### src/rtl/swf_pkg.sv
// Shared constants, codes and types of the subsequence word filter.
`timescale 1ns / 1ps
`default_nettype none

package swf_pkg;

  // Table geometry
  localparam int MAX_WORDS = 64;
  localparam int MAX_LEN   = 32;

  // Byte index inside one word, and position/length (0..MAX_LEN)
  localparam int LEN_IDX_W = (MAX_LEN > 1) ? $clog2(MAX_LEN) : 1;
  localparam int POS_W     = $clog2(MAX_LEN + 1);

  // Fixed result field widths
  localparam int MASK_W = 64;
  localparam int CNT_W  = 7;

  // Alive counting: groups of eight words, one small count per group
  localparam int GROUP_SIZE = 8;
  localparam int NGROUPS    = (MAX_WORDS + GROUP_SIZE - 1) / GROUP_SIZE;
  localparam int GCNT_W     = 4;

  // Command codes
  localparam logic [1:0] CMD_CLEAR = 2'd0;
  localparam logic [1:0] CMD_LOAD  = 2'd1;
  localparam logic [1:0] CMD_TYPE  = 2'd2;

  // Error codes
  localparam logic [1:0] ERR_OK   = 2'd0;
  localparam logic [1:0] ERR_FULL = 2'd1;
  localparam logic [1:0] ERR_LONG = 2'd2;

  // Broadcast from the control logic to every cell
  typedef struct packed {
    logic                 clear;
    logic                 load_we;
    logic                 commit;
    logic                 type_en;
    logic [7:0]           data;
    logic [LEN_IDX_W-1:0] wr_idx;
    logic [POS_W-1:0]     commit_len;
  } cell_ctrl_t;

endpackage

`default_nettype wire

### src/rtl/swf_cell.sv
// One word slot: stored bytes, length, match position and alive mark.
`timescale 1ns / 1ps
`default_nettype none

module swf_cell (
  input  logic              clk,
  input  logic              rst,
  input  swf_pkg::cell_ctrl_t ctrl,
  input  logic              prev_occ,
  output logic              occ,
  output logic              alive
);
  import swf_pkg::*;

  logic [7:0]       chars [MAX_LEN];
  logic [POS_W-1:0] len;
  logic [POS_W-1:0] pos;
  logic             target;
  logic [MAX_LEN-1:0] hit_vec;
  logic             hit;
  logic [POS_W-1:0] hit_pos;

  // The first free slot after the filled ones takes the word being loaded
  assign target = prev_occ & ~occ;

  // Compare the letter against every byte from the match position to the end
  always_comb begin
    for (int j = 0; j < MAX_LEN; j++) begin
      hit_vec[j] = (POS_W'(j) >= pos) && (POS_W'(j) < len) && (chars[j] == ctrl.data);
    end
  end

  // Pick the earliest hit; the new position lies just past it
  always_comb begin
    hit     = |hit_vec;
    hit_pos = '0;
    for (int j = MAX_LEN - 1; j >= 0; j--) begin
      if (hit_vec[j]) begin
        hit_pos = POS_W'(j + 1);
      end
    end
  end

  // Slot control: clear, commit, advance or drop
  always_ff @(posedge clk) begin
    if (rst) begin
      occ   <= 1'b0;
      alive <= 1'b0;
      pos   <= '0;
    end else if (ctrl.clear) begin
      occ   <= 1'b0;
      alive <= 1'b0;
      pos   <= '0;
    end else if (ctrl.commit && target) begin
      occ   <= 1'b1;
      alive <= 1'b1;
      pos   <= '0;
    end else if (ctrl.type_en && alive) begin
      if (hit) begin
        pos <= hit_pos;
      end else begin
        alive <= 1'b0;
      end
    end
  end

  // Word bytes and committed length
  always_ff @(posedge clk) begin
    if (ctrl.load_we && target) begin
      chars[ctrl.wr_idx] <= ctrl.data;
    end
    if (ctrl.commit && target) begin
      len <= ctrl.commit_len;
    end
  end

endmodule

`default_nettype wire

### config.mk
export PLATFORM = sky130hd
export DESIGN_NAME = swf_cell
export DESIGN_NICKNAME = d
export VERILOG_FILES = /design/src/rtl/swf_pkg.sv /design/src/rtl/swf_cell.sv
export SDC_FILE = /design/constraint.sdc
export NUM_CORES = 1
export LEC_CHECK = 0
export ABC_CLOCK_PERIOD_IN_PS = 2800
export BUFFER_PORTS_ARGS = -buffer_cell sky130_fd_sc_hd__buf_2
export CORE_MARGIN = 1
export CORE_UTILIZATION = 60
export DETAILED_ROUTE_END_ITERATION = 16
export GPL_ROUTABILITY_DRIVEN = 0
export PLACE_DENSITY = 0.77
export SLEW_MARGIN = 5
export SYNTH_ARGS = -nofsm -noshare
export SYNTH_HDL_FRONTEND = slang
export SYNTH_SLANG_ARGS = --single-unit
### constraint.sdc
create_clock -name clk -period 2.8 [get_ports clk]
set_input_delay 0 -clock clk [delete_from_list [all_inputs] [get_ports clk]]
set_output_delay 0 -clock clk [all_outputs]
set_load 0.05 [all_outputs]
# Yosys cells after proc, flatten, opt, wreduce, memory -nomap -nowiden
# Memory sizes are Yosys's and may differ from the RTL's.
# Index checks and enable logic that the tools add are counted.
[word_totals]
reg_bits = 14
ramBits = 256
out_inout_bits = 2
mem_count = 1
[classes]
n_lt_le_gt_ge = 64
n_eq_ne = 33
muxes = 37
n_bitwise = 2
reduce_logical = 73
[memory_table]
columns = ["memory", "words", "width", "read_ports", "rd_ports_with_merged_regs", "write_ports", "line", "source"]
rows = [
  ["chars", 32, 8, 32, 0, 1, "swf_cell.sv:15", "logic [7:0] chars [MAX_LEN];"],
]
[ops]
columns = ["operator", "n"]
rows = [
  ["$eq A8 B8 Y1", 32],
  ["$mux W6", 32],
  ["$ge A5 B6 Y1 const A", 16],
  ["$lt A5 B6 Y1 const A", 16],
  ["$logic_and A1 B1 Y1", 67],
  ["$ge A4 B6 Y1 const A", 8],
  ["$lt A4 B6 Y1 const A", 8],
  ["$reduce_or A32 Y1", 1],
  ["$ge A3 B6 Y1 const A", 4],
  ["$lt A3 B6 Y1 const A", 4],
  ["$ge A1 B6 Y1 const A", 2],
  ["$ge A2 B6 Y1 const A", 2],
  ["$lt A1 B6 Y1 const A", 2],
  ["$lt A2 B6 Y1 const A", 2],
  ["$mux W1", 5],
  ["$reduce_and A2 Y1", 2],
  ["$reduce_or A3 Y1", 1],
  ["$ne A2 B1 Y1 const B", 1],
  ["$reduce_bool A2 Y1", 1],
  ["$reduce_or A2 Y1", 1],
  ["$and A1 B1 Y1", 1],
  ["$not A1 Y1", 1],
]

# Logic depth before layout (Yosys ltp)
[logic_depth]
word_depth = 35
mapped_depth = 13
depth_no_buf = 9

# Worst setup path before layout
# No wires, ideal clock.
[synth_path]
path_kind = "reg-to-reg"
from = "register len[4]"
to = "register pos[4]"
arrival_ns = 2.356
t_required_ns = 2.686
path_slack_ns = 0.329
stages_incl_launch_ff = 12
n_path_buf = 2
period_less_slack_ns = 2.471
path_cell_list = "edfxtp_1 -> buf_6 -> a21oi_1 -> nor2_1 -> and4_1 -> or2_4 -> nor4b_4 -> nand2_2 -> o311a_1 -> buf_6 -> mux2i_1 -> nor2_1"
[synth_via]
elab_chain_cells = 34
word_cells_on_any_way = 129
classes_between = "32 x order compare; 31 x mux; 66 x reduce/logical"
[synth_rtl]
columns = ["element", "line", "source"]
rows = [
  ["from (decl)", "swf_cell.sv:16", "logic [POS_W-1:0] len;"],
  ["from (signal assigned)", "swf_cell.sv:73", "len <= ctrl.commit_len;"],
  ["$lt A5 B6 Y1", "swf_cell.sv:29", "hit_vec[j] = (POS_W'(j) >= pos) && (POS_W'(j) < len) && (chars[j] == ctrl.data);"],
  ["$logic_and A1 B1 Y1 (2 in series)", "swf_cell.sv:29", ""],
  ["$mux W6 (31 in series)", "swf_cell.sv:38", "if (hit_vec[j]) begin"],
  ["to (signal assigned)", "swf_cell.sv:60", "pos <= hit_pos;"],
  ["to (decl)", "swf_cell.sv:17", "logic [POS_W-1:0] pos;"],
]
# Parallel ways exist; a longest one is shown, timed or not.
# A chain may end at the register's enable or synchronous reset.

# Worst setup path after layout
[layout_path]
from = "register len[2]"
to = "register pos[4]"
# Same word-level chain as after synthesis.

==> out/metrics.yaml <==
clocking:
  clock_sinks: 270
  cts-root-buf: "clkbuf_16"
  cts-htree-levels: 1
  cts_inserted_buffers: 28
  clock_tree.buffer_depth: 3
  cts_tree: "yes"
  clk_latency_ns: 0.54
  clkTransAtPathRegs_ns: 0.06
critical_path:
  reg2reg_from: "len[2]"
  arrival_ns: 3.14
  r2r-end: "pos[4]"
  crit_fanout: 8
  startpoint_type: "register"
  cp-endpoint: "pos[4]"
  ff2ff_path_depth: 10
  cp.depth: 10
  required_ns: 3.23
  path_class: "reg -> reg"
  crit_chain: "buf_4 > nand3_1 > a21oi_1 > and4_1 > nand2b_1 > nor4b_4 > nand2_2 > o311a_4 > mux2i_1 > nor2_1"
  ff2ff_setup_slack_ns: 0.09
  critPathMaxStageDelay_ns: 0.55
  cp_top_family: "simple AND/OR/NAND/NOR gates"
  startpoint: "len[2]"
  critPathCaptureType: "register"
  cp_slowest_cell: "edfxtp_1"
  crit_buf_inv: 1
global_route:
  grt_usage: 0.273
  gr-total-overflow: 0
  grt_max_degree: 30
  first_global_vias: 7829
  antenna_found_initial: 0
  grt_pass1_wl_mm: 44.6
timing:
  max_freq_mhz: 369
  setup_tns_ns: 0
  timing.final.crit_share: 0.968
  hold_viol: 0
  period_needed_ns: 2.71
  setup_violations: 0
  relSlewSlack: 0.539
  fin_hold_ws_ns: 0.0531
  tightestPinTransition_ns: 0.687
  fin_ws_ns: 0.0893
  finClkSkew_ns: 0.00993
  finalMaxSlewViolations: 0
logic_synthesis:
  yosysMostFrequentCell: "edfxtp_1"
  synth-edff-count: 262
  async_flop_share: 0
  yosysSeqAreaShare: 0.631
  synth_commonest_cells: "edfxtp_1 (262), xor2_1 (226), nor2_1 (54), nor4_1 (45), xnor2_1 (30)"
  postSynthCellCount: 900
  synth_cell_types: 69
  netlist.area_leader.share: 0.618
  synthFlopType: "edfxtp_1"
  yosysTopAreaCell: "edfxtp_1"
  ys_warn_count: 0
  syn_area_per_cell_um2: 14.1
  synth_area_mm2: 0.0127
  yosys-top-cells-area: "edfxtp_1 (62%), xor2_1 (16%), nor4_1 (2.2%)"
  ys_seq_elements: 270
  syn_nets: 926
routing:
  routedWlPerCell_um: 21.6
  viasPerCell: 5.91
  initialDrtViolationCount: 1002
  dr.pass1.iters: 5
  ant_nets: 0
  route.vias.total: 7920
  routed_wl_mm: 29.0
  drc: 0
place:
  dpl-instance-area_mm2: 0.0138
  io_buffers: 27
  dp_hpwl_mm: 19.4
  dp_slack_ns: -0.0342
final_layout:
  areaGrowthSynthToFinish_pct: 17.7
  utilization: 0.731
  finish.instance_area_mm2: 0.0150
  regArea_mm2: 0.00803
  nNetsFinal: 1073
  multiInputGateArea_mm2: 0.00426
  fillerInstances: 1315
  drive_above_1_share: 0.197
  antenna-diode-count: 0
flow_run:
  maxCapViolations: 0
floorplanning:
  dieArea_mm2: 0.0218
  fp.dieW_um: 148
  initial_core_util: 0.621
  rows: 52
  pin_count: 28
  fp.dieH_um: 148
  core_area_mm2: 0.0205
status:
  status: "finished, final reports clean"
power_and_ir_drop:
  peakVddDrop_v: 0.000416
  p_leak_uw: 0.00543
  power_density_mw_per_mm2: 585
worst_hold_path:
  hold_path.class: "in -> reg"
  worstHoldStart: "prev_occ"
[worst min path at each step]
stage / to / cells past startpoint
after floorplan: chars[0][0] / 0
after global placement: len[0] / 1
after detailed placement: len[4] / 1
after CTS: pos[4] / 5
after global routing: pos[4] / 5
final: pos[4] / 5
[where the power goes]
group	internal, uW	leakage (uW)	switching, uW	total (uW)
logic	249	0.00255	362	611
clock network	2160	0.000450	1520	3680
registers	4460	0.00242	17.3	4480
[stage by stage]
stage / std cells / total power (uW)
2_1_floorplan: 900 / 4910
3_3_place_gp: 1260 / 5120
3_5_place_dp: 1260 / 5140
4_1_cts: 1332 / 8780
5_1_grt: 1339 / 9010
6_report: 1339 / 8770
[layout by cell type (no fill, tap or decap), types with 6 or more instances in the layout]
cell           netlist  final
buf_2                7     27
edfxtp_1           262    262
nand2_1             23     23
clkbuf_16            0     29
nand3_1             10     10
o21ai_0             13     13
xor2_1             226    226
a21oi_1             11     10
buf_4               12    102
dlygate4sd3_1        0     20
nand4_1             20     20
nor3_1              19     16
a211oi_1             9      9
buf_12               3     16
nor2b_1              6      6
inv_1                6      6
nor2_1              54     52
clkinv_1             0      7
xnor2_1             30     30
clkinv_2             0      7
nor4_1              45     45
and4_1               9      9
dfxtp_1              8      7
[state kept, by name, summed over array words and instances, names as in the netlist]
name,flops
chars,256
len,6
pos,6
alive,1
occ,1
[routing by layer]
| metal | part of all wire | global-route usage |
|---|---|---|
| met3 | 0.088 | 0.0448 |
| met1 | 0.42 | 0.393 |
| met4 | 0.041 | 0.106 |
| met5 | 0 | 0 |
| met2 | 0.45 | 0.420 |
[area by class of cell]
cell class                 instances  area share
clock buffer                      32      0.0492
clock inverter                    20      0.0118
tap                              270      0.0225
multi-input combinational        576       0.284
sequential                       270       0.536
inverter                           6     0.00150
timing repair buffer             165      0.0949
[worst reg2reg max path, delay by kind of cell, from the launching register on]
family / cells / cell delay [ns]
compound gates: 2 / 0.56
buf+inv: 1 / 0.23
simple gates: 6 / 1.05
mux: 1 / 0.19
flops: 1 / 0.55
[logic make-up (layout without fill, tap and decap cells)]
kind of cell / after synthesis / count (layout) / synth area share
multiplexers: 2 / 2 / 0.00157
AND/OR/NAND/NOR: 234 / 234 / 0.107
AO/OA/AOI/OAI: 84 / 84 / 0.0474
buffers and inverters: 54 / 223 / 0.0373
flip-flops: 270 / 270 / 0.631
XOR/XNOR: 256 / 256 / 0.176
[timing repair]
action,4_1_cts,5_1_grt
buffers inserted,0,7
pin swaps,0,3
hold buffers,20,0
gates resized for setup,3,5
endpoints found under the setup margin,4,6
endpoints found under the hold margin,74,0
Note: power is estimated with default switching activity, not from simulation.
